===== src/hw/rtl/g4fbw_pkg.sv =====
package g4fbw_pkg;

  // Framebuffer geometry.
  localparam int FB_AW             = 19;
  localparam int FB_DW             = 8;
  localparam int MAX_SCREEN_WIDTH  = 1024;
  localparam int MAX_SCREEN_HEIGHT = 1024;

  // Register and counter widths.
  localparam int CFG_W     = 11;
  localparam int CFG_IDX_W = 3;
  localparam int CNT_W     = 10;
  localparam int POS_W     = CFG_W + 1;
  localparam int HALF_W    = CNT_W;
  localparam int GRAY_W    = 4;

  localparam logic [CFG_W-1:0] REGION_MAX = CFG_W'(1024);
  localparam logic [CFG_W-1:0] REGION_MIN = CFG_W'(1);
  localparam logic [CFG_W-1:0] SCREEN_W_CAP =
    (MAX_SCREEN_WIDTH  >= (1 << CFG_W)) ? {CFG_W{1'b1}} : CFG_W'(MAX_SCREEN_WIDTH);
  localparam logic [CFG_W-1:0] SCREEN_H_CAP =
    (MAX_SCREEN_HEIGHT >= (1 << CFG_W)) ? {CFG_W{1'b1}} : CFG_W'(MAX_SCREEN_HEIGHT);

  // Reset values of the registers.
  localparam logic [CFG_W-1:0] SCREEN_W_RST = CFG_W'(960);
  localparam logic [CFG_W-1:0] SCREEN_H_RST = CFG_W'(540);

  // Register indexes.
  localparam logic [CFG_IDX_W-1:0] REG_ORIGIN_X      = 3'd0;
  localparam logic [CFG_IDX_W-1:0] REG_ORIGIN_Y      = 3'd1;
  localparam logic [CFG_IDX_W-1:0] REG_REGION_WIDTH  = 3'd2;
  localparam logic [CFG_IDX_W-1:0] REG_REGION_HEIGHT = 3'd3;
  localparam logic [CFG_IDX_W-1:0] REG_SCREEN_WIDTH  = 3'd4;
  localparam logic [CFG_IDX_W-1:0] REG_SCREEN_HEIGHT = 3'd5;
  localparam logic [CFG_IDX_W-1:0] REG_GRAY16_ENABLE = 3'd6;

  localparam logic [GRAY_W-1:0] GRAY_WHITE = 4'hF;
  localparam logic [GRAY_W-1:0] GRAY_BLACK = 4'h0;

  typedef struct packed {
    logic [CFG_W-1:0] sw;
    logic [CFG_W-1:0] sh;
  } screen_t;

  // Stage after the input transfer.
  typedef struct packed {
    logic [POS_W-1:0]  xx;
    logic [POS_W-1:0]  yy;
    logic [GRAY_W-1:0] gray;
    logic              last;
  } stage_a_t;

  // Stage holding the row product.
  typedef struct packed {
    logic [FB_AW-1:0]  prod;
    logic [HALF_W-1:0] xhalf;
    logic              on;
    logic              xodd;
    logic [GRAY_W-1:0] gray;
    logic              last;
  } stage_b_t;

  // Stage holding the byte address, which is also the read address.
  typedef struct packed {
    logic [FB_AW-1:0]  addr;
    logic              on;
    logic              xodd;
    logic [GRAY_W-1:0] gray;
    logic              last;
  } stage_c_t;

  // (b + 8) / 17 as a multiply by 241 / 4096; 241 * 17 = 4097, so the error stays
  // far below the smallest fractional step for the range of b.
  function automatic logic [GRAY_W-1:0] gray_level(input logic [7:0] b);
    logic [16:0] p;
    p = ({9'd0, b} + 17'd8) * 17'd241;
    return p[15:12];
  endfunction

endpackage


===== src/hw/rtl/g4fbw_addr.sv =====
module g4fbw_addr (
  input  logic                clk,
  input  logic                rst,
  input  logic                adv,
  input  g4fbw_pkg::screen_t  screen,
  input  logic                a_vld,
  input  g4fbw_pkg::stage_a_t a,
  output logic                c_vld,
  output g4fbw_pkg::stage_c_t c
);

  logic                               b_vld;
  g4fbw_pkg::stage_b_t                b;
  g4fbw_pkg::stage_b_t                b_next;
  g4fbw_pkg::stage_c_t                c_next;
  logic [g4fbw_pkg::HALF_W-1:0]       half;
  logic [2*g4fbw_pkg::HALF_W-1:0]     prod_full;
  logic                               x_in;
  logic                               y_in;

  assign half = screen.sw[g4fbw_pkg::CFG_W-1:1];

  // The top bit of each position is its sign.
  assign x_in = !a.xx[g4fbw_pkg::POS_W-1] &&
                (a.xx[g4fbw_pkg::CFG_W-1:0] < screen.sw);
  assign y_in = !a.yy[g4fbw_pkg::POS_W-1] &&
                (a.yy[g4fbw_pkg::CFG_W-1:0] < screen.sh);

  assign prod_full = a.yy[g4fbw_pkg::HALF_W-1:0] * half;

  always_comb begin
    b_next.prod  = prod_full[g4fbw_pkg::FB_AW-1:0];
    b_next.xhalf = a.xx[g4fbw_pkg::HALF_W:1];
    b_next.on    = x_in && y_in;
    b_next.xodd  = a.xx[0];
    b_next.gray  = a.gray;
    b_next.last  = a.last;
  end

  always_comb begin
    c_next.addr = b.on ? (b.prod + {{(g4fbw_pkg::FB_AW-g4fbw_pkg::HALF_W){1'b0}}, b.xhalf})
                       : '0;
    c_next.on   = b.on;
    c_next.xodd = b.xodd;
    c_next.gray = b.gray;
    c_next.last = b.last;
  end

  always_ff @(posedge clk) begin
    if (rst) begin
      b_vld <= 1'b0;
      c_vld <= 1'b0;
    end else if (adv) begin
      b_vld <= a_vld;
      c_vld <= b_vld;
    end
  end

  always_ff @(posedge clk) begin
    if (adv) begin
      b <= b_next;
      c <= c_next;
    end
  end

endmodule


===== config.mk =====
export PLATFORM = sky130hd
export DESIGN_NAME = g4fbw_addr
export DESIGN_NICKNAME = d
export VERILOG_FILES = /design/src/hw/rtl/g4fbw_pkg.sv /design/src/hw/rtl/g4fbw_addr.sv
export SDC_FILE = /design/constraint.sdc
export NUM_CORES = 1
export LEC_CHECK = 0
export ABC_AREA = 1
export BUFFER_PORTS_ARGS = -buffer_cell sky130_fd_sc_hd__buf_2
export CORE_ASPECT_RATIO = 0.75
export CORE_MARGIN = 2
export CORE_UTILIZATION = 50
export DETAILED_ROUTE_END_ITERATION = 7
export PLACE_DENSITY = 0.7
export SETUP_SLACK_MARGIN = 0.1
export SLEW_MARGIN = 20
export SYNTH_ARGS = -nofsm -noshare
export SYNTH_HDL_FRONTEND = slang
export SYNTH_SLANG_ARGS = --single-unit

===== constraint.sdc =====
create_clock -name clk -period 12.5 [get_ports clk]
set_clock_uncertainty 0.1 [all_clocks]
set_input_delay 1.25 -clock clk [delete_from_list [all_inputs] [get_ports clk]]
set_output_delay 1.25 -clock clk [all_outputs]
set_load 0.01 [all_outputs]

Yosys cells after proc, flatten, opt, wreduce, memory -nomap -nowiden
Index checks and enable logic that the tools add are counted.
{"block": "op_classes", "add_sub_neg": 1, "n_mul": 1, "n_lt_le_gt_ge": 2, "n_reduce_logical": 5}
{"operator": "11-bit < comparator", "n": 2}
{"operator": "19-bit by 10-bit adder with 19-bit output", "n": 1}
{"operator": "10-bit by 10-bit multiplier with 19-bit output", "n": 1}
{"operator": "1-bit logical AND", "n": 3}
{"operator": "1-bit logical NOT", "n": 2}
{"block": "word_totals", "regBits": 64, "in_bits": 55, "output_inout_bits": 27, "wordCells": 22}

Longest topological paths before layout
{"block": "depth", "depth_word": 3, "ltp_mapped": 21, "depth_no_buf": 20}

Worst setup path before layout
No wires, ideal clock.
{"block": "synth_timing", "path_type": "input port to flip-flop", "start": "input port a[12] (netlist bit)", "end": "register b[30] (netlist bit), data pin", "setup_ps": 259, "arrival_time_ps": 5313, "required_ps": 12141, "setup_slack_ps": 6828, "stages": 19, "n_path_buf": 1, "path_cell_list": "clkbuf_1 nand2_1 fa_1 inv_1 fa_1 inv_1 fa_1 inv_1 fa_1 inv_1 fa_1 inv_1 ha_1 a21o_1 a21oi_1 nand2_1 nand2_1 nand2_1 xor2_1"}
{"item": "from (decl)", "line": "g4fbw_addr.sv:7", "rtl": "input g4fbw_pkg::stage_a_t a,"}
{"item": "to (signal assigned)", "line": "g4fbw_addr.sv:61", "rtl": "b <= b_next;"}
{"item": "to (decl)", "line": "g4fbw_addr.sv:13", "rtl": "g4fbw_pkg::stage_b_t b;"}

==> key figures <==
Power and ir drop
  – Pwr Total: around 0.0014 W
  – Clock power frac: 0.180
  – Max IR drop VDD: 0.000110 V
  – Int Pwr: 0.000798 W
  – PwrDens: about 180 mW/mm^2
  – Sw frac: 0.434
  – LEAKAGE: ~4.4 nW
  – Combinational fraction of design power: 0.571
  – Sw power: between 0.0006 and 0.0007 W
  – Sequential Power Share: 0.249

Routing
  – Pre-antenna DRT Iters: 5
  – DR iter-0 viols: 352
  – Routed vias/inst: 4.97
  – DR vias: around 5300
  – DRC viols: 0
  – Routed Wire Length: 14100 um
  – Final ANT Viol Nets: 0
  – DR WL/cell: 13.2 um

Global routing
  – Vias in the first global route: 5403
  – Antenna violations before repair: 0
  – Total GRT Usage: 0.214
  – Largest net degree at the start of global routing: 66
  – Global-route wire length before repair: 25400 um
  – Total gr overflow: 0

Yosys
  – Cells after Synth: 820
  – Synth top area share: 0.274
  – Synth area leaders: edfxtp_1, fa_1, ha_1, nand2_1, inv_1
  – Top-count cell post-synth: nand2_1
  – Avg Cell Area, Syn: about 8.3 sq um
  – #FFs+latches synth: 64
  – Number of flops mapped to enable cells by yosys: 62
  – Post-synthesis sequential area ratio: 0.280
  – Post-Syn Area: 0.00680 sq mm
  – Synth unique cells: 30
  – Syn nets: 1019
  – Synth Warn #: 0
  – Post-synth ARST share: 0
  – Synth area leader: edfxtp_1
  – Ys flop type: edfxtp_1
  – Post-synth top cells: nand2_1, inv_1, ha_1

Clocking
  – Worst-Skew Late Latency: 0.33 ns
  – CTS Buf Count: 9
  – H-Tree Level Count: 3
  – Post-CTS sizing: 0
  – Clock sinks: 64
  – Clock Tree Buf Depth: 2
  – Clk root buf: clkbuf_16
  – CTS tree: yes
  – Worst-path clk slew: 0.05 ns
  – Hold buffer count at cts: 0
  – Postcts setup bufs: 0

Layout
  – Diode count: 0
  – Area delta synth->final: 12.4%
  – Final nets: roughly 1100
  – Proportion of layout cells with a drive suffix above 1: 0.128

Die
  – Height of the die: around 110 um
  – # rows: 36
  – Horiz. Die Dim: 139 um
  – Core area: approximately 0.013 sq mm
  – DIE AREA: between 0.01 and 0.015 sq mm
  – Number of I/O pins: 82
  – Starting Density: 0.517

Place
  – Placer Congestion: ~0.88
  – Worst slack at placement: 6.68 ns
  – Number of I/O port buffers: between 80 and 90
  – DP HPWL: 11400 um

STA
  – Fin. Hold Viols: 0
  – Fin. max-slew vios: 0
  – Fmax achieved: 182 MHz
  – Worst-Margin Slew: between 0.8 and 0.9 ns
  – Fin crit share: 0.439
  – Slew Limit Headroom: 0.463
  – Min cycle time layout: 5.49 ns
  – RSZ-0062 raised after global routing: no
  – PnR worst setup slack: 7.01 ns
  – TNS Setup: 0 ns
  – Final setup violation count: 0

Hold path
  – WHS Path Cells: 0
  – Min-delay src: b[2]
  – Worst min path class: flip-flop to flip-flop
  – Min-Delay Endpoint: c[2]

Worst setup path
  – R2r worst-path depth: 10
  – Critical path class: primary input to flip-flop
  – Startpoint Class: primary input
  – CP arrival: approximately 5.5 ns
  – Crit-path slowest cell: fa_1
  – CP Cell Sequence: buf_2 -> nand2_1 -> fa_1 -> inv_1 -> fa_1 -> inv_1 -> fa_1 -> inv_1 -> fa_1 -> inv_1 -> fa_1 -> inv_1 -> ha_1 -> a21o_1 -> a21oi_1 -> nand2_1 -> nand2_1 -> nand2_1 -> xor2_1
  – R2R Path Start: b[7]
  – Crit-path max FO: 11
  – Crit. Startpoint: a[12]
  – R2R Setup Slk: ~11 ns
  – Crit end category: flip-flop
  – Crit path buf inv count: 6
  – Worst path required time: 12.47 ns
  – Slowest stage delay, CP: 0.54 ns
  – Delay-heaviest family, CP: adder cells
  – RR Endpoint: c[15]

Flow run
  – Max-cap viol count: 0

Status
  – Status: finished, final reports clean
## state kept, by name, summed over array words and instances (netlist names)
name,count
b_vld,1
c,26
b,36
c_vld,1
## through the flow
step | util | cells | hold WS, ns | area, sq um
CTS | 0.581 | 1067 | 0.316 | 7640
floorplan | - | 820 | 0.300 | 6800
global placement | 0.558 | 1052 | 0.300 | 7340
detailed placement | 0.558 | 1052 | 0.305 | 7340
finish | 0.581 | 1067 | 0.316 | 7640
global route | 0.581 | 1067 | 0.324 | 7640
## how the worst max path moves through the flow
stage	to	slack [ns]	cells past startpoint
after floorplan	b[30]	6.83	19
after global placement	b[30]	6.76	19
after detailed placement	b[30]	6.68	19
after CTS	b[30]	7.02	19
after global routing	b[30]	6.71	19
final	b[30]	7.01	19
## power by group through the flow
stage               clock network (W)  registers [W]  logic, W
global placement                    0       0.000353  0.000792
finish                       0.000255       0.000351  0.000805
detailed placement                  0       0.000354  0.000798
global route                 0.000267       0.000356  0.000943
CTS                          0.000259       0.000351  0.000812
floorplan                           0       0.000354  0.000609
## routing by layer
layer	vias up	GRT usage	share of wire
li1	2680	-	-
met1	2456	0.302	0.48
met2	155	0.345	0.45
met3	10	0.0481	0.069
met4	0	0.0368	0.0077
met5	-	0	0
## cell families (layout without fill, tap and decap cells)
group,count (synthesis),after routing,share of synthesized area
AND/OR/NAND/NOR,321,321,0.197
buffers and inverters,207,283,0.116
adder cells (fa/ha/maj),144,144,0.333
AO/OA/AOI/OAI,67,67,0.0530
flip-flops,64,64,0.280
XOR/XNOR,17,17,0.0219
## cell usage in the layout (no fill, tap or decap), drive strengths merged
master and n:
nand2 227, inv 186, ha 82, buf 82, fa 62, edfxtp 62
a21oi 45, nor2 45, nand3 33, o21ai 15, xor2 14, clkbuf 10
nand4 7, o21a 5, and2 4, xnor2 3, clkinv 3, nand3b 2
nor3 2, dfxtp 2, bufinv 2, a21o 1, or2 1, o21bai 1
## area by class of cell
class / instances / area (sq um)
clock buffer: 10 / 229
clock inverter: 5 / 72.6
fill: 1187 / 5510
inverter: 186 / 698
multi-input combinational: 549 / 4120
sequential: 64 / 1900
tap: 171 / 214
timing repair buffer: 82 / 413
Power figures use the tool's default switching activity.
