===== config.mk =====
export PLATFORM = sky130hd
export DESIGN_NAME = g4fbw_front
export DESIGN_NICKNAME = d
export VERILOG_FILES = /design/src/hw/rtl/g4fbw_pkg.sv /design/src/hw/rtl/g4fbw_front.sv
export SDC_FILE = /design/constraint.sdc
export NUM_CORES = 1
export LEC_CHECK = 0
export BUFFER_PORTS_ARGS = -buffer_cell sky130_fd_sc_hd__buf_2
export CAP_MARGIN = 20
export CORE_ASPECT_RATIO = 0.9
export CORE_MARGIN = 2
export CORE_UTILIZATION = 55
export CTS_CLUSTER_DIAMETER = 40
export DETAILED_ROUTE_END_ITERATION = 10
export PLACE_DENSITY_LB_ADDON = 0.2
export SETUP_SLACK_MARGIN = 0.1
export SLEW_MARGIN = 5
export SYNTH_ARGS = -nofsm -noshare
export SYNTH_HDL_FRONTEND = slang
export SYNTH_SLANG_ARGS = --single-unit

===== constraint.sdc =====
create_clock -name clk -period 8.2 [get_ports clk]
set_clock_uncertainty 0.1 [all_clocks]
set_input_delay 0.82 -clock clk [delete_from_list [all_inputs] [get_ports clk]]
set_output_delay 0.82 -clock clk [all_outputs]
set_load 0.02 [all_outputs]

===== src/hw/rtl/g4fbw_pkg.sv =====
package g4fbw_pkg;

  // Framebuffer geometry.
  localparam int FB_AW             = 19;
  localparam int FB_DW             = 8;
  localparam int MAX_SCREEN_WIDTH  = 1024;
  localparam int MAX_SCREEN_HEIGHT = 1024;

  // Register and counter widths.
  localparam int CFG_W     = 11;
  localparam int CFG_IDX_W = 3;
  localparam int CNT_W     = 10;
  localparam int POS_W     = CFG_W + 1;
  localparam int HALF_W    = CNT_W;
  localparam int GRAY_W    = 4;

  localparam logic [CFG_W-1:0] REGION_MAX = CFG_W'(1024);
  localparam logic [CFG_W-1:0] REGION_MIN = CFG_W'(1);
  localparam logic [CFG_W-1:0] SCREEN_W_CAP =
    (MAX_SCREEN_WIDTH  >= (1 << CFG_W)) ? {CFG_W{1'b1}} : CFG_W'(MAX_SCREEN_WIDTH);
  localparam logic [CFG_W-1:0] SCREEN_H_CAP =
    (MAX_SCREEN_HEIGHT >= (1 << CFG_W)) ? {CFG_W{1'b1}} : CFG_W'(MAX_SCREEN_HEIGHT);

  // Reset values of the registers.
  localparam logic [CFG_W-1:0] SCREEN_W_RST = CFG_W'(960);
  localparam logic [CFG_W-1:0] SCREEN_H_RST = CFG_W'(540);

  // Register indexes.
  localparam logic [CFG_IDX_W-1:0] REG_ORIGIN_X      = 3'd0;
  localparam logic [CFG_IDX_W-1:0] REG_ORIGIN_Y      = 3'd1;
  localparam logic [CFG_IDX_W-1:0] REG_REGION_WIDTH  = 3'd2;
  localparam logic [CFG_IDX_W-1:0] REG_REGION_HEIGHT = 3'd3;
  localparam logic [CFG_IDX_W-1:0] REG_SCREEN_WIDTH  = 3'd4;
  localparam logic [CFG_IDX_W-1:0] REG_SCREEN_HEIGHT = 3'd5;
  localparam logic [CFG_IDX_W-1:0] REG_GRAY16_ENABLE = 3'd6;

  localparam logic [GRAY_W-1:0] GRAY_WHITE = 4'hF;
  localparam logic [GRAY_W-1:0] GRAY_BLACK = 4'h0;

  typedef struct packed {
    logic [CFG_W-1:0] sw;
    logic [CFG_W-1:0] sh;
  } screen_t;

  // Stage after the input transfer.
  typedef struct packed {
    logic [POS_W-1:0]  xx;
    logic [POS_W-1:0]  yy;
    logic [GRAY_W-1:0] gray;
    logic              last;
  } stage_a_t;

  // Stage holding the row product.
  typedef struct packed {
    logic [FB_AW-1:0]  prod;
    logic [HALF_W-1:0] xhalf;
    logic              on;
    logic              xodd;
    logic [GRAY_W-1:0] gray;
    logic              last;
  } stage_b_t;

  // Stage holding the byte address, which is also the read address.
  typedef struct packed {
    logic [FB_AW-1:0]  addr;
    logic              on;
    logic              xodd;
    logic [GRAY_W-1:0] gray;
    logic              last;
  } stage_c_t;

  // (b + 8) / 17 as a multiply by 241 / 4096; 241 * 17 = 4097, so the error stays
  // far below the smallest fractional step for the range of b.
  function automatic logic [GRAY_W-1:0] gray_level(input logic [7:0] b);
    logic [16:0] p;
    p = ({9'd0, b} + 17'd8) * 17'd241;
    return p[15:12];
  endfunction

endpackage


===== src/hw/rtl/g4fbw_front.sv =====
module g4fbw_front (
  input  logic                            clk,
  input  logic                            rst,
  input  logic                            cfg_we,
  input  logic [g4fbw_pkg::CFG_IDX_W-1:0] cfg_index,
  input  logic [g4fbw_pkg::CFG_W-1:0]     cfg_data,
  input  logic                            accept,
  input  logic                            adv,
  input  logic [7:0]                      brightness,
  input  logic                            mono_on,
  output g4fbw_pkg::screen_t              screen,
  output logic                            a_vld,
  output g4fbw_pkg::stage_a_t             a
);

  logic [g4fbw_pkg::CFG_W-1:0] origin_x;
  logic [g4fbw_pkg::CFG_W-1:0] origin_y;
  logic [g4fbw_pkg::CFG_W-1:0] region_width;
  logic [g4fbw_pkg::CFG_W-1:0] region_height;
  logic [g4fbw_pkg::CFG_W-1:0] screen_width;
  logic [g4fbw_pkg::CFG_W-1:0] screen_height;
  logic                        gray16_enable;
  logic [g4fbw_pkg::CNT_W-1:0] col;
  logic [g4fbw_pkg::CNT_W-1:0] row;

  logic [g4fbw_pkg::CFG_W-1:0] rw;
  logic [g4fbw_pkg::CFG_W-1:0] rh;
  logic [g4fbw_pkg::CFG_W-1:0] col_inc;
  logic [g4fbw_pkg::CFG_W-1:0] row_inc;
  logic                        col_end;
  logic                        row_end;
  logic                        restart;
  g4fbw_pkg::stage_a_t         a_next;

  always_comb begin
    if (region_width == '0) begin
      rw = g4fbw_pkg::REGION_MIN;
    end else if (region_width > g4fbw_pkg::REGION_MAX) begin
      rw = g4fbw_pkg::REGION_MAX;
    end else begin
      rw = region_width;
    end
    if (region_height == '0) begin
      rh = g4fbw_pkg::REGION_MIN;
    end else if (region_height > g4fbw_pkg::REGION_MAX) begin
      rh = g4fbw_pkg::REGION_MAX;
    end else begin
      rh = region_height;
    end
  end

  assign screen.sw = (screen_width > g4fbw_pkg::SCREEN_W_CAP) ?
                     g4fbw_pkg::SCREEN_W_CAP : screen_width;
  assign screen.sh = (screen_height > g4fbw_pkg::SCREEN_H_CAP) ?
                     g4fbw_pkg::SCREEN_H_CAP : screen_height;

  assign col_inc = {1'b0, col} + g4fbw_pkg::CFG_W'(1);
  assign row_inc = {1'b0, row} + g4fbw_pkg::CFG_W'(1);
  assign col_end = col_inc >= rw;
  assign row_end = row_inc >= rh;

  // Geometry writes start a new region.
  assign restart = cfg_we && (cfg_index == g4fbw_pkg::REG_ORIGIN_X ||
                              cfg_index == g4fbw_pkg::REG_ORIGIN_Y ||
                              cfg_index == g4fbw_pkg::REG_REGION_WIDTH ||
                              cfg_index == g4fbw_pkg::REG_REGION_HEIGHT);

  always_comb begin
    a_next.xx   = {origin_x[g4fbw_pkg::CFG_W-1], origin_x} + {2'b00, col};
    a_next.yy   = {origin_y[g4fbw_pkg::CFG_W-1], origin_y} + {2'b00, row};
    a_next.gray = gray16_enable ? g4fbw_pkg::gray_level(brightness) :
                  (mono_on ? g4fbw_pkg::GRAY_WHITE : g4fbw_pkg::GRAY_BLACK);
    a_next.last = col_end && row_end;
  end

  always_ff @(posedge clk) begin
    if (rst) begin
      origin_x      <= '0;
      origin_y      <= '0;
      region_width  <= g4fbw_pkg::REGION_MIN;
      region_height <= g4fbw_pkg::REGION_MIN;
      screen_width  <= g4fbw_pkg::SCREEN_W_RST;
      screen_height <= g4fbw_pkg::SCREEN_H_RST;
      gray16_enable <= 1'b0;
    end else if (cfg_we) begin
      unique case (cfg_index)
        g4fbw_pkg::REG_ORIGIN_X:      origin_x      <= cfg_data;
        g4fbw_pkg::REG_ORIGIN_Y:      origin_y      <= cfg_data;
        g4fbw_pkg::REG_REGION_WIDTH:  region_width  <= cfg_data;
        g4fbw_pkg::REG_REGION_HEIGHT: region_height <= cfg_data;
        g4fbw_pkg::REG_SCREEN_WIDTH:  screen_width  <= cfg_data;
        g4fbw_pkg::REG_SCREEN_HEIGHT: screen_height <= cfg_data;
        g4fbw_pkg::REG_GRAY16_ENABLE: gray16_enable <= cfg_data[0];
        default: ;
      endcase
    end
  end

  always_ff @(posedge clk) begin
    if (rst) begin
      col <= '0;
      row <= '0;
    end else if (restart) begin
      col <= '0;
      row <= '0;
    end else if (accept) begin
      if (col_end) begin
        col <= '0;
        row <= row_end ? '0 : row_inc[g4fbw_pkg::CNT_W-1:0];
      end else begin
        col <= col_inc[g4fbw_pkg::CNT_W-1:0];
      end
    end
  end

  always_ff @(posedge clk) begin
    if (rst) begin
      a_vld <= 1'b0;
    end else if (adv) begin
      a_vld <= accept;
    end
  end

  always_ff @(posedge clk) begin
    if (adv) begin
      a <= a_next;
    end
  end

endmodule


# Word level (Yosys, flattened, before mapping)
# Index checks and enable logic that the tools add are counted.
op_classes:
  n_addsub: 5
  multipliers: 1
  order_cmp: 6
  n_eq_ne: 6
  mux: 10
  n_reduce_logical: 17
ops:
  columns: ["op", "n"]
  rows:
  - ["$mux 11", 6]
  - ["$gt 11x11->1 const B", 4]
  - ["$add 11x11->12", 2]
  - ["$add 10x1->11 const B", 2]
  - ["$ge 11x11->1", 2]
  - ["$logic_not 11->1", 2]
  - ["$mux 10", 2]
  - ["$mul 9x8->16 const B", 1]
  - ["$reduce_and 2->1", 8]
  - ["$add 8x4->9 const B", 1]
  - ["$eq 3x3->1 const B", 3]
  - ["$mux 4", 2]
  - ["$eq 3x2->1 const B", 2]
  - ["$eq 3x1->1 const B", 1]
  - ["$logic_not 3->1", 1]
  - ["$logic_or 1x1->1", 3]
  - ["$logic_and 1x1->1", 2]
  - ["$reduce_or 2->1", 1]
totals:
  reg_bits: 117
  inputBits: 28
  elab_cells: 59

# Logic depth before layout (Yosys ltp)
# Gate-level depths: netlist (run 1).
logic_depth:
  ltp_word: 6
  ltp_mapped: 15
  depth_no_buf: 15

# Worst setup path before layout (run 1)
# No wires, ideal clock.
synth_timing:
  path_kind: "input to register"
  from: "input port brightness[3]"
  to: "register a[4] (netlist name) (data pin)"
  t_arrival_ns: 4.241
  path_slack_ns: 3.606
  path_stages: 15
  path_cell_list: "ha_1 > xnor2_1 > xnor2_1 > xnor2_1 > fa_1 > inv_1 > ha_1 > ha_1 > ha_1 > a21o_1 > a21oi_1 > o211ai_2 > a31oi_1 > xnor2_1 > a21o_1"
synth_lines:
  columns: ["item", "line", "source"]
  rows:
  - ["start, declared", "g4fbw_front.sv:9", "input logic [7:0] brightness,"]
  - ["end signal, assigned", "g4fbw_front.sv:126", "a <= a_next;"]
  - ["end, declared", "g4fbw_front.sv:13", "output g4fbw_pkg::stage_a_t a"]

==> summary.txt, run 1 <==
outcome - completed
via/cell ratio - 5.50
initial drt markers - 357
ANT nets after route - 0
vias in the first global route - 5649
Crit path max-delay family - adder cells
final core utilization - 0.649
Min Clock Period, post-route - 4630 ps
IR drop worst, VDD - 0.121 mV
Final Max Tran Viols - 0
max incr delay on CP - 570 ps
Reg2Reg Setup Slack - 4500 ps
CTS tree - built
CTS Hold Buffers Added - 0
EDFF count, synth - 29
Top Ports - 80
most frequent cells in the layout - nand2_1, dfxtp_1, a21oi_1
Cell Pwr Density - 208 nW/um^2
placed cell count - 1038
post-route worst setup slack - 3570 ps
Clk Latency, worst-skew pair - 420 ps
worst setup path start - brightness[3]
most common cell after layout, fill and taps aside - nand2_1
final setup TNS - 0 ps
FF+latch area - 2630 sq um
syn_area_per_cell - 8.68 sq um
CTS sink cnt - 117
Max Cap Viol - 0
Residual DRC - 0
DP HPWL - 11.9 mm
crit path max-delay cell type - xnor2_1
Final Cycle Share - 0.565
RR Startpoint - col[0]
Tot GR Track Use - 0.253
die footprint - 13900 sq um
Synth Flop Type - dfxtp_1
Yosys top cell area share - 0.247
GP Congestion - 0.906
M1 GR Usage - 0.351
Synth area leader - dfxtp_1
endpoints failing hold - 0
Pleak - 3.63 nW
worst r2r dst - col[7]
Post-CTS Repair Setup Buffers - 0
RSZ-0062 raised after global routing - no
1st-pass router iterations - 5
worst hold path class - register to register
CP Launch Type - primary input
initial antenna violation count - 0
Worst Setup End Kind - register
CP Cell Sequence - buf_2, ha_1, xnor2_1, xnor2_1, xnor2_1, fa_1, inv_1, ha_1, ha_1, ha_1, a21o_1, a21oi_1, o211ai_2, a31oi_1, xnor2_1, a21o_1
flops & latches, synth - 117
initial core utilization - 0.562
Tightest Pin Transition - 819 ps
H-tree depth - 4
leading post-synthesis cells by cell area - dfxtp_1, ha_1, edfxtp_1
GR Overflow Total - 0
Core Rows - 39
core area - 12700 sq um
yosys warns - 0
layout overhead on the synthesized area - 15.5%
final wirelength - 16.4 mm
FF-to-FF path depth - 12
largest net degree at the start of global routing - 72
Crit Path Max Fanout - 6
area of the multi-input gates - 4220 sq um
share of layout cells above drive strength 1 - 0.143
busiest layer in global routing - met2
Req. time, crit path - 8270 ps
port buffer count - 79
post-synthesis async set-or-reset flop share - 0
met3 Use GR - 0.0655
via count - 5894
height of the die - 112 microns
CP endpoint - a[4]
Reg clk slew, reported paths - 50 ps
Antenna Cells - 0
WP depth - 16
Gate Count Post-Synth - 821
Clk Tree Root Cell - clkbuf_16
Place WS - 3140 ps
worst path bufs/invs - 2
Synth Cell Area - 7130 sq um
Resized cells post-CTS - 0
post-synth net total - 935
# setup viols final - 0
first-pass GRT wire length - 27.3 mm
die width - 124 microns
Bufs on Longest Clock Path - 2
fillcell total - 1065
Worst slew margin - 0.453
Layout Nets - 1009
post-synthesis sequential area ratio - 0.369
non-filler cells, final - 1072
WP data arrival - 4700 ps
CP Class - primary input to register
wire length per cell - 15.3 microns
cts bufs inserted - 17
met2 Use GR - 0.382
Power Total - 1.72 mW
Netlist cell types - 57
fmax - 0.216 GHz
==> per-layer routing <==
| metal | routed length [microns] | share of wire | up-vias |
|---|---|---|---|
| met5 | 0 | 0 | - |
| met3 | 939 | 0.057 | 27 |
| li1 | - | - | 2973 |
| met4 | 286 | 0.017 | 0 |
| met1 | 7830 | 0.48 | 2734 |
| met2 | 7350 | 0.45 | 160 |
==> power by group <==
group          internal (mW)  total (mW)  leakage [nW]  switching (mW)
sequential             0.613       0.625          1.01          0.0117
combinational          0.154       0.366          2.33           0.211
clock                  0.473       0.726         0.296           0.253
==> worst min-delay path: stages (launching register included) <==
cell,delay (ps)
dfxtp_1,300
nand2_1,50
a21oi_1,50
==> how the worst min path moves through the flow <==
| stage | start | slack (ps) | endpoint | depth (start not counted) |
|---|---|---|---|---|
| floorplan | screen_height[0] | 330 | screen_height[0] | 2 |
| global placement | screen_height[8] | 340 | screen_height[8] | 2 |
| detailed placement | screen_width[2] | 350 | screen_width[2] | 2 |
| CTS | screen_width[2] | 350 | screen_width[2] | 2 |
| global route | screen_height[8] | 370 | screen_height[8] | 2 |
| finish | screen_height[7] | 350 | screen_height[7] | 2 |
==> stage by stage <==
step	instance area, sq um	hold slack (ps)
floorplan	7130	332
global placement	7630	339
detailed placement	7630	346
CTS	8220	353
global route	8230	368
finish	8230	350
==> synth_stat cells (2+ instances only) <==
library cell	number
o21ai_2	2
o211ai_1	2
nand2b_1	14
edfxtp_1	29
nand2_1	181
and2_1	2
or2_2	2
o21a_1	2
o21ai_1	2
o21ba_2	2
ha_1	75
o31a_1	3
xor2_1	16
mux2i_1	2
a211oi_1	3
nor2_1	31
inv_1	45
a41oi_1	2
clkinv_1	2
nor4_1	5
xnor2_1	32
a22o_1	7
and3_1	4
o21ai_0	11
dfxtp_1	88
o21bai_1	5
nand3b_1	15
nor2b_1	29
a21o_1	15
a2111oi_2	2
a21oi_1	80
a31oi_1	10
o22ai_1	3
nand3_1	20
a21oi_2	2
maj3_1	2
a211o_1	5
fa_1	11
nor3_1	15
clkbuf_1	26
==> cell families (layout without fill, tap and decap cells) <==
| logic type | after synthesis | in the layout | share of synthesized area |
|---|---|---|---|
| buf+inv | 74 | 161 | 0.0395 |
| compound gates | 164 | 164 | 0.148 |
| xor+xnor | 50 | 50 | 0.0644 |
| mux | 2 | 2 | 0.00281 |
| simple gates | 326 | 326 | 0.211 |
| flops | 117 | 117 | 0.369 |
| fa+ha+maj | 88 | 88 | 0.165 |
==> final cells by class <==
class	count	area share
multi-input cells	630	0.512
clock inverters	8	0.00821
inverters	47	0.0214
clock buffers	24	0.0637
repair buffers	82	0.0501
flip-flops and latches	117	0.320
well taps	164	0.0249
==> registers in the layout (all words and copies together), names as in the netlist <==
register       flops
origin_x          11
row               10
region_height     11
screen_width      11
col               10
screen_height     11
region_width      11
a_vld              1
a                 29
gray16_enable      1
origin_y          11
(Power assumes the default switching activity.)
==> run 2: changes to the inputs <==
==> constraint.sdc (replaced) <==
create_clock -name clk -period 4.7 [get_ports clk]
set_clock_uncertainty 0.1 [all_clocks]
set_input_delay 0.47 -clock clk [delete_from_list [all_inputs] [get_ports clk]]
set_output_delay 0.47 -clock clk [all_outputs]
set_load 0.02 [all_outputs]
==> run 2 against run 1 <==
Sequential share of layout area increased by 0.18 points. Via count grew 1.4%. Final cell count grew 0.19%. Count of clock-buffer cells in the layout fell by 2. Utilization fell by 0.36 points. First-iteration DRC count grew 25%. Largest power group unchanged. Highest routed layer unchanged.
==> summary.txt, run 2 (synthesis results as in run 1) <==
outcome - completed
cts bufs inserted - 17 (unchanged)
Worst slew margin - 0.445 (-0.00767)
busiest layer in global routing - met2
Final Max Tran Viols - 0 (unchanged)
Resized cells post-CTS - 0 (unchanged)
initial core utilization - 0.562 (unchanged)
Max Cap Viol - 0 (unchanged)
worst path bufs/invs - 2 (unchanged)
Top Ports - 80 (unchanged)
Tightest Pin Transition - 829 ps (+9.94 ps)
largest net degree at the start of global routing - 59 (-18%)
Largest Register - a
Pleak - 3.62 nW (-0.47%)
sequential power share - 0.377 (+0.013)
Comb pwr share - 0.224 (+0.011)
wire length per cell - 15.8 microns (+3.2%)
most common cell after layout, fill and taps aside - nand2_1
initial drt markers - 446 (+25%)
GP Congestion - 0.885 (-2.3%)
vias in the first global route - 5751 (+1.8%)
DP HPWL - 12.5 mm (+5.0%)
Non-Filler Cell Area, Final - 8190 sq um (-0.56%)
Crit path max-delay family - adder cells
hold slack - 272 ps (-77.7 ps)
height of the die - 112 microns (unchanged)
clock share of power - 0.400 (-0.023)
port buffer count - 79 (unchanged)
WP data arrival - 4020 ps (-680 ps)
Post-CTS Repair Setup Buffers - 0 (unchanged)
Antenna Cells - 0 (unchanged)
GR Overflow Total - 0 (unchanged)
first-pass GRT wire length - 27.6 mm (+1.2%)
IR drop worst, VDD - 0.255 mV (+110%)
final setup TNS - 0 ps (unchanged)
via count - 5978 (+1.4%)
1st-pass router iterations - 5 (unchanged)
M1 GR Usage - 0.345 (-0.00662)
layout overhead on the synthesized area - 14.8%
ANT nets after route - 0 (unchanged)
initial antenna violation count - 0 (unchanged)
CP Class - primary input to register
max FFs per register - 29 (unchanged)
FF-to-FF path depth - 12 (unchanged)
# setup viols final - 0 (unchanged)
Clk Latency, worst-skew pair - 420 ps (about the same)
non-filler cells, final - 1074 (+0.19%)
Place WS - 371 ps (-2770 ps)
WP depth - 16 (unchanged)
CP Launch Type - primary input
cell internal pwr - 2.05 mW (+65%)
fmax - 0.253 GHz
placed cell count - 1040 (+0.19%)
CTS sink cnt - 117 (unchanged)
CTS Hold Buffers Added - 0 (unchanged)
Reg2Reg Setup Slack - 1030 ps (-3470 ps)
Req. time, crit path - 4770 ps (-3500 ps)
Bufs on Longest Clock Path - 2 (unchanged)
endpoints failing hold - 0 (unchanged)
met2 Use GR - 0.403 (+0.0209)
Residual DRC - 0 (unchanged)
Net Switching - 0.846 mW (+78%)
worst hold path class - primary input to register
Layout Nets - 1011 (+0.20%)
Min Clock Period, post-route - 3950 ps
Core Rows - 39 (unchanged)
Crit Path Max Fanout - 5 (-1)
Placement Cell Area - 7650 sq um (+0.20%)
H-tree depth - 4 (unchanged)
CP Cell Sequence - buf_2, ha_1, xnor2_1, xnor2_1, xnor2_1, fa_1, inv_1, ha_1, ha_1, ha_1, a21o_1, a21oi_1, o211ai_2, a31oi_1, xnor2_1, a21o_1
Tot GR Track Use - 0.256 (+0.00357)
via/cell ratio - 5.57 (+1.2%)
Worst Setup End Kind - register
die width - 124 microns (unchanged)
hold-critical path depth - 3 (+1)
Clk Tree Root Cell - clkbuf_16
RSZ-0062 raised after global routing - no
final wirelength - 17.0 mm (+3.4%)
Sw Share - 0.292 (+0.0150)
met3 Use GR - 0.0630 (-0.00254)
Reg clk slew, reported paths - 60 ps (about the same)
CTS tree - built
share of layout cells above drive strength 1 - 0.145 (+0.00188)
crit path max-delay cell type - fa_1
post-route worst setup slack - 752 ps (-2820 ps)
Final Cycle Share - 0.840
Cell Pwr Density - 354 nW/um^2 (+70%)
core area - 12700 sq um (unchanged)
most frequent cells in the layout - nand2_1, dfxtp_1, a21oi_1
die footprint - 13900 sq um (unchanged)
max incr delay on CP - 520 ps (-50 ps)
-- run 2: through the flow --
step / utilization / power [mW]
final: 0.645 / 2.89
after detailed placement: 0.603 / 1.75
after CTS: 0.645 / 2.90
after floorplan: - / 1.59
after global placement: 0.603 / 1.72
after global routing: 0.645 / 3.05
-- run 2: metal layers --
| layer | wire, microns | up-vias |
|---|---|---|
| li1 | - | 2979 |
| met3 | 868 | 23 |
| met1 | 8070 | 2834 |
| met4 | 225 | 0 |
| met5 | 0 | - |
| met2 | 7800 | 142 |
-- run 2: final timing paths --
path / start / endpoint
max: brightness[3] / a[4]
min: cfg_data[10] / screen_width[10]
max reg2reg: col[0] / col[7]
min reg2reg: screen_height[8] / screen_height[8]
-- run 2: final cells by class --
type / count / area, sq um
fill: 1080 / 4500
multi-input combinational: 630 / 4220
sequential: 117 / 2630
clock buffer: 22 / 474
timing repair buffer: 84 / 428
tap: 164 / 205
inverter: 47 / 176
clock inverter: 10 / 56.3
-- run 2: worst min-delay path, delay by kind of cell --
family          cells  cell delay, ps
buf+inv             1             160
compound gates      1              50
simple gates        1              70
-- run 2: power groups by stage --
| stage | sequential [mW] | combinational [mW] | clock (mW) |
|---|---|---|---|
| after floorplan | 1.13 | 0.462 | 0 |
| after global placement | 1.11 | 0.615 | 0 |
| after detailed placement | 1.11 | 0.643 | 0 |
| after CTS | 1.09 | 0.648 | 1.16 |
| after global routing | 1.09 | 0.740 | 1.21 |
| final | 1.09 | 0.647 | 1.16 |
